--- src/rtl/rgain_pkg.sv ---
// Shared types, widths and register codes of the radial spectrum gain block.
`default_nettype none
package rgain_pkg;

	localparam int MAX_COEFFS     = 4;
	localparam int MAX_HALF_DIM   = 2048;
	localparam int NUM_COEFF_REGS = 4;
	localparam int N_LIM = (MAX_COEFFS < NUM_COEFF_REGS) ? MAX_COEFFS : NUM_COEFF_REGS;

	localparam int DIM_W   = 12;
	localparam int X_W     = 11;
	localparam int SQ_W    = 22;
	localparam int HSQ_W   = 23;
	localparam int NUM_W   = 46;
	localparam int Q_W     = 32;
	localparam int ROOT_W  = 16;
	localparam int COEF_W  = 16;
	localparam int E_W     = 20;
	localparam int CNT_W   = 3;
	localparam int IDX_W   = 3;
	localparam int DATA_W  = 16;
	localparam int BIN_W   = 32;

	// register indexes
	localparam logic [IDX_W-1:0] REG_HALF_WIDTH  = 3'd0;
	localparam logic [IDX_W-1:0] REG_HALF_HEIGHT = 3'd1;
	localparam logic [IDX_W-1:0] REG_COEFF_COUNT = 3'd2;
	localparam logic [IDX_W-1:0] REG_COEFF_A0    = 3'd3;
	localparam logic [IDX_W-1:0] REG_COEFF_A1    = 3'd4;
	localparam logic [IDX_W-1:0] REG_COEFF_A2    = 3'd5;
	localparam logic [IDX_W-1:0] REG_COEFF_A3    = 3'd6;

	// configuration as seen by the datapath (clamped or precomputed)
	typedef struct packed {
		logic [DIM_W-1:0]                       hw;
		logic [DIM_W-1:0]                       hh;
		logic [HSQ_W-1:0]                       hw2;
		logic [HSQ_W-1:0]                       hh2;
		logic [NUM_W-1:0]                       den;
		logic [CNT_W-1:0]                       n;
		logic [NUM_COEFF_REGS-1:0][COEF_W-1:0]  coef;
		logic signed [E_W-1:0]                  e;
	} cfg_t;

	// word passed from front to back
	typedef struct packed {
		logic [NUM_W-1:0]        num;
		logic signed [BIN_W-1:0] re;
		logic signed [BIN_W-1:0] im;
	} front_word_t;

	// result word
	typedef struct packed {
		logic signed [BIN_W-1:0] re;
		logic signed [BIN_W-1:0] im;
		logic                    sat;
	} out_word_t;

endpackage
`default_nettype wire

--- src/rtl/rgain_front.sv ---
// Front end: takes bins, folds coordinates, forms the radius numerator, queues words.
`default_nettype none
module rgain_front (
	input  logic                              clk,
	input  logic                              arst_n,
	input  rgain_pkg::cfg_t                   cfg,
	input  logic                              push,
	output logic                              full,
	input  logic [rgain_pkg::DIM_W-1:0]        col,
	input  logic [rgain_pkg::DIM_W-1:0]        row,
	input  logic signed [rgain_pkg::BIN_W-1:0] bin_re,
	input  logic signed [rgain_pkg::BIN_W-1:0] bin_im,
	input  logic                              take,
	output logic                              avail,
	output rgain_pkg::front_word_t            word
);
	import rgain_pkg::*;

	localparam int P_W = SQ_W + HSQ_W;

	logic                    en;
	logic                    vld_s1, vld_s2, vld_s3;
	logic [X_W-1:0]          x_s1, y_s1;
	logic [SQ_W-1:0]         x2_s2, y2_s2;
	logic [P_W-1:0]          p1_s3, p2_s3;
	logic signed [BIN_W-1:0] re_s1, im_s1, re_s2, im_s2, re_s3, im_s3;
	front_word_t             mem_q [2];
	front_word_t             wr_word;
	logic                    wp_q, rp_q;
	logic [1:0]              cnt_q;
	logic                    wr, rd;

	// fold a coordinate into the low half; coordinates past the end map to zero
	function automatic logic [X_W-1:0] fold(input logic [DIM_W-1:0] c,
		input logic [DIM_W-1:0] h);
		logic [DIM_W:0] twoh;
		logic [DIM_W:0] m;
		twoh = {h, 1'b0};
		m = twoh - (DIM_W+1)'(1) - {1'b0, c};
		if ({1'b0, c} >= twoh)
			fold = '0;
		else if (c >= h)
			fold = m[X_W-1:0];
		else
			fold = c[X_W-1:0];
	endfunction

	assign en   = (cnt_q != 2'd2);
	assign full = !en;

	// control of the three compute stages
	always_ff @(posedge clk or negedge arst_n) begin
		if (!arst_n) begin
			vld_s1 <= 1'b0;
			vld_s2 <= 1'b0;
			vld_s3 <= 1'b0;
		end else if (en) begin
			vld_s1 <= push;
			vld_s2 <= vld_s1;
			vld_s3 <= vld_s2;
		end
	end

	// fold, square, scale by the other axis
	always_ff @(posedge clk) begin
		if (en) begin
			x_s1  <= fold(col, cfg.hw);
			y_s1  <= fold(row, cfg.hh);
			re_s1 <= bin_re;
			im_s1 <= bin_im;
			x2_s2 <= SQ_W'(x_s1) * SQ_W'(x_s1);
			y2_s2 <= SQ_W'(y_s1) * SQ_W'(y_s1);
			re_s2 <= re_s1;
			im_s2 <= im_s1;
			p1_s3 <= P_W'(x2_s2) * P_W'(cfg.hh2);
			p2_s3 <= P_W'(y2_s2) * P_W'(cfg.hw2);
			re_s3 <= re_s2;
			im_s3 <= im_s2;
		end
	end

	// two-entry queue toward the back end
	assign wr = en && vld_s3;
	assign rd = take && (cnt_q != 2'd0);
	always_comb begin
		wr_word.num = NUM_W'(p1_s3) + NUM_W'(p2_s3);
		wr_word.re  = re_s3;
		wr_word.im  = im_s3;
	end

	always_ff @(posedge clk) begin
		if (wr)
			mem_q[wp_q] <= wr_word;
	end

	always_ff @(posedge clk or negedge arst_n) begin
		if (!arst_n) begin
			wp_q  <= 1'b0;
			rp_q  <= 1'b0;
			cnt_q <= 2'd0;
		end else begin
			if (wr)
				wp_q <= !wp_q;
			if (rd)
				rp_q <= !rp_q;
			unique case ({wr, rd})
				2'b10:   cnt_q <= cnt_q + 2'd1;
				2'b01:   cnt_q <= cnt_q - 2'd1;
				default: cnt_q <= cnt_q;
			endcase
		end
	end

	assign avail = (cnt_q != 2'd0);
	assign word  = mem_q[rp_q];

endmodule
`default_nettype wire

--- config.mk ---
export PLATFORM = sky130hd
export DESIGN_NAME = rgain_front
export DESIGN_NICKNAME = d
export VERILOG_FILES = /design/src/rtl/rgain_pkg.sv /design/src/rtl/rgain_front.sv
export SDC_FILE = /design/constraint.sdc
export NUM_CORES = 2
export LEC_CHECK = 0
export BUFFER_PORTS_ARGS = -buffer_cell sky130_fd_sc_hd__buf_4
export CORE_UTILIZATION = 33
export DETAILED_ROUTE_END_ITERATION = 16
export PLACE_DENSITY = 0.46
export SETUP_SLACK_MARGIN = 0.3
export SLEW_MARGIN = 10
export SYNTH_ARGS = -nofsm -noshare
export SYNTH_HDL_FRONTEND = slang
export SYNTH_SLANG_ARGS = --single-unit
export TNS_END_PERCENT = 30
--- constraint.sdc ---
create_clock -name clk -period 39 [get_ports clk]
set_clock_uncertainty 0.1 [all_clocks]
set_input_delay 3.9 -clock clk [delete_from_list [all_inputs] [get_ports clk]]
set_output_delay 3.9 -clock clk [all_outputs]
set_load 0.05 [all_outputs]
==> impl_metrics.json <==
{
  "status": "complete, no violations",
  "drtIter0Drc": 1713,
  "drv_slew": 0,
  "worstPathCellList": "buf_4 -> and2_1 -> fa_1 -> fa_1 -> inv_1 -> fa_1 -> inv_1 -> fa_1 -> inv_1 -> fa_1 -> inv_1 -> fa_1 -> fa_1 -> ha_1 -> nand2_1 -> nor2_1 -> nor4b_1 -> o211ai_1 -> nand2_1 -> a21oi_1 -> o21ai_0 -> a41oi_1 -> xnor2_1",
  "worstSetupPathType": "in2reg",
  "hpwl_mm": 116.9,
  "io-pin-count": 407,
  "post_drt_wl_per_cell_um": 18.35,
  "layout_min_cycle_time_ps": 10640,
  "synthArstFlopShare": 0.01222,
  "worst_path_most_repeated_cell": "fa_1",
  "drt-total-wl_mm": 154.4,
  "fill_cells": 18600,
  "yosys_register_bits": 573,
  "ys_types": 81,
  "gr-usage-all-layers": 0.1668,
  "hold_path_class": "reg2reg",
  "first_global_vias": 42890,
  "grtUsageMet2": 0.2858,
  "nets": 7671,
  "syn_inst": 5749,
  "syn_to_final_growth_pct": 11.06,
  "clockRootBuffer": "clkbuf_16",
  "dp.cells": 8293,
  "netlist_area_um2": 61970,
  "gr-usage-met1": 0.2176,
  "stdcell_count": 8416,
  "ctsLongestPathBuffers": 3,
  "htreeDepth": 3,
  "setup_tns_ps": 0,
  "gp_congestion": 0.8003,
  "grt_overflow": 0,
  "startpoint_type": "primary input",
  "grt_pass1_wl_mm": 246.5,
  "arrival_ps": 10930,
  "setup_violations": 0,
  "clk_pin_slew_ps": 60,
  "multiInputGateArea_um2": 39720,
  "ys_warn_count": 0,
  "clk_latency_ps": 690,
  "grt_max_degree": 111,
  "clock-sinks": 573,
  "slowest_delay_ps": 630,
  "worst_pin_slew_ps": 1277,
  "fmax_mhz": 94.00,
  "dieArea_um2": 189500,
  "grt_util_met3": 0.02152,
  "seq_area_frac_synth": 0.2771,
  "period_share": 0.2728,
  "grt_busiest_layer": "met2",
  "rsz0062_at_grt": "no",
  "die_y_um": 435.4,
  "rows": 158,
  "viasPerCell": 4.716,
  "antenna_found_initial": 6,
  "synth_flop_cell": "edfxtp_1",
  "cp_data_required_time_ps": 39290,
  "start_util": 0.3331,
  "hold_buffers": 0,
  "register_area_um2": 17180,
  "maxCapViolations": 0,
  "cp_slowest_cell": "o21ai_0",
  "dr.pass1.iters": 5,
  "num_vias": 39690,
  "slew_headroom": 0.1489,
  "route.detailed.drc": 0,
  "die_w_um": 435.4,
  "ant_nets": 0,
  "synth_edf_count": 566,
  "drive_gt1_frac": 0.09538,
  "cp-end-kind": "register",
  "cts_tree": "done",
  "hold_viol": 0,
  "cts_resized": 0,
  "port_buffers": 273,
  "core_area_um2": 186000,
  "crit_path_max_fanout": 21,
  "syn_avg_cell_area_um2": 10.78,
  "post_cts_buffers": 0,
  "cts_buffers": 69,
  "final_util": 0.3700
}
==> worst max-delay path, delay by kind of cell <==
kind	cells	cell delay, ps
fa+ha+maj	8	3840
buf+inv	5	560
xor+xnor	1	170
simple gates	5	1230
compound gates	4	1200
==> synth_stat cells (all sizes together), types with 89 or more instances <==
| master | number | area, µm² |
|---|---|---|
| edfxtp | 566 | 17000 |
| and2 | 593 | 3710 |
| a21oi | 171 | 859.6 |
| nand2 | 589 | 2211 |
| clkbuf | 247 | 928.4 |
| fa | 919 | 18400 |
| inv | 1108 | 4159 |
| o21ai | 89 | 452.9 |
| ha | 573 | 7169 |
| a21o | 90 | 675.7 |
| xnor2 | 124 | 1094 |
| mux2 | 115 | 1295 |
| nor2 | 103 | 386.6 |
==> kinds of logic (layout without fill, tap and decap cells) <==
kind of cell,Yosys count,after routing,synth area share
AO/OA/AOI/OAI,547,547,0.05841
XOR/XNOR,192,192,0.02726
adder cells (fa/ha/maj),1492,1492,0.4125
buffers and inverters,1359,1543,0.08235
flip-flops,573,573,0.2771
multiplexers,133,133,0.02380
other,1,4,0.00006051
AND/OR/NAND/NOR,1452,1452,0.1185
==> through the flow <==
step / worst slack [ps] / hold slack, ps / area, µm²
6_report: 28360 / 308.5 / 68830
5_1_grt: 28060 / 307.4 / 68820
4_1_cts: 28460 / 297.9 / 68820
3_5_place_dp: 27790 / 304.5 / 66530
3_3_place_gp: 27760 / 301.0 / 66530
2_1_floorplan: 21810 / 300.3 / 61980
==> routing by layer <==
metal | vias up | wire length (µm)
li1 | 18460 | -
met4 | 8 | 4929
met5 | - | 56
met1 | 20360 | 68720
met3 | 179 | 5415
met2 | 681 | 75280
==> registers in the layout, summed over array words and instances (netlist names), 32 cells and up <==
register / flops
im_s3: 32
im_s1: 32
im_s2: 32
p2_s3: 45
re_s3: 32
re_s1: 32
re_s2: 32
p1_s3: 45
mem_q: 220
==> final cells by class <==
type | count | area share
diodes | 2 | 0.00007271
repair buffers | 314 | 0.03443
clock buffers | 78 | 0.02589
flip-flops and latches | 573 | 0.2495
multi-input cells | 3818 | 0.5771
well taps | 2480 | 0.04508
inverters | 1108 | 0.06042
clock inverters | 43 | 0.007471
==> path summary, 6_finish.rpt <==
kind | startpoint | to | slack [ps] | cells after the start
setup / recovery | cfg[142] | p1_s3[41] | 28360 | 23
hold / removal | im_s1[17] | im_s2[17] | 310 | 0
setup reg to reg | y2_s2[4] | p2_s3[43] | 30890 | 21
hold reg to reg | im_s1[17] | im_s2[17] | 310 | 0
max in group asynchronous | arst_n | rp_q | 35720 | 1
min in group asynchronous | arst_n | cnt_q[1] | 2950 | 1
==> cells in the final DEF, fill, tap and decap left out, types with 30 or more instances in the layout <==
cell and instances:
a21o_1 90, a21oi_1 170, and2_1 593, buf_4 313
clkbuf_16 70, edfxtp_1 566, fa_1 919, ha_1 573
inv_1 1108, mux2_2 115, nand2_1 589, nand3_1 30
nor2_1 102, o21ai_0 83, o21bai_1 34, xnor2_1 123
xor2_1 68
Power is not shown: default switching activity piles up to over one toggle a cycle in this logic, so the estimate is an artifact.
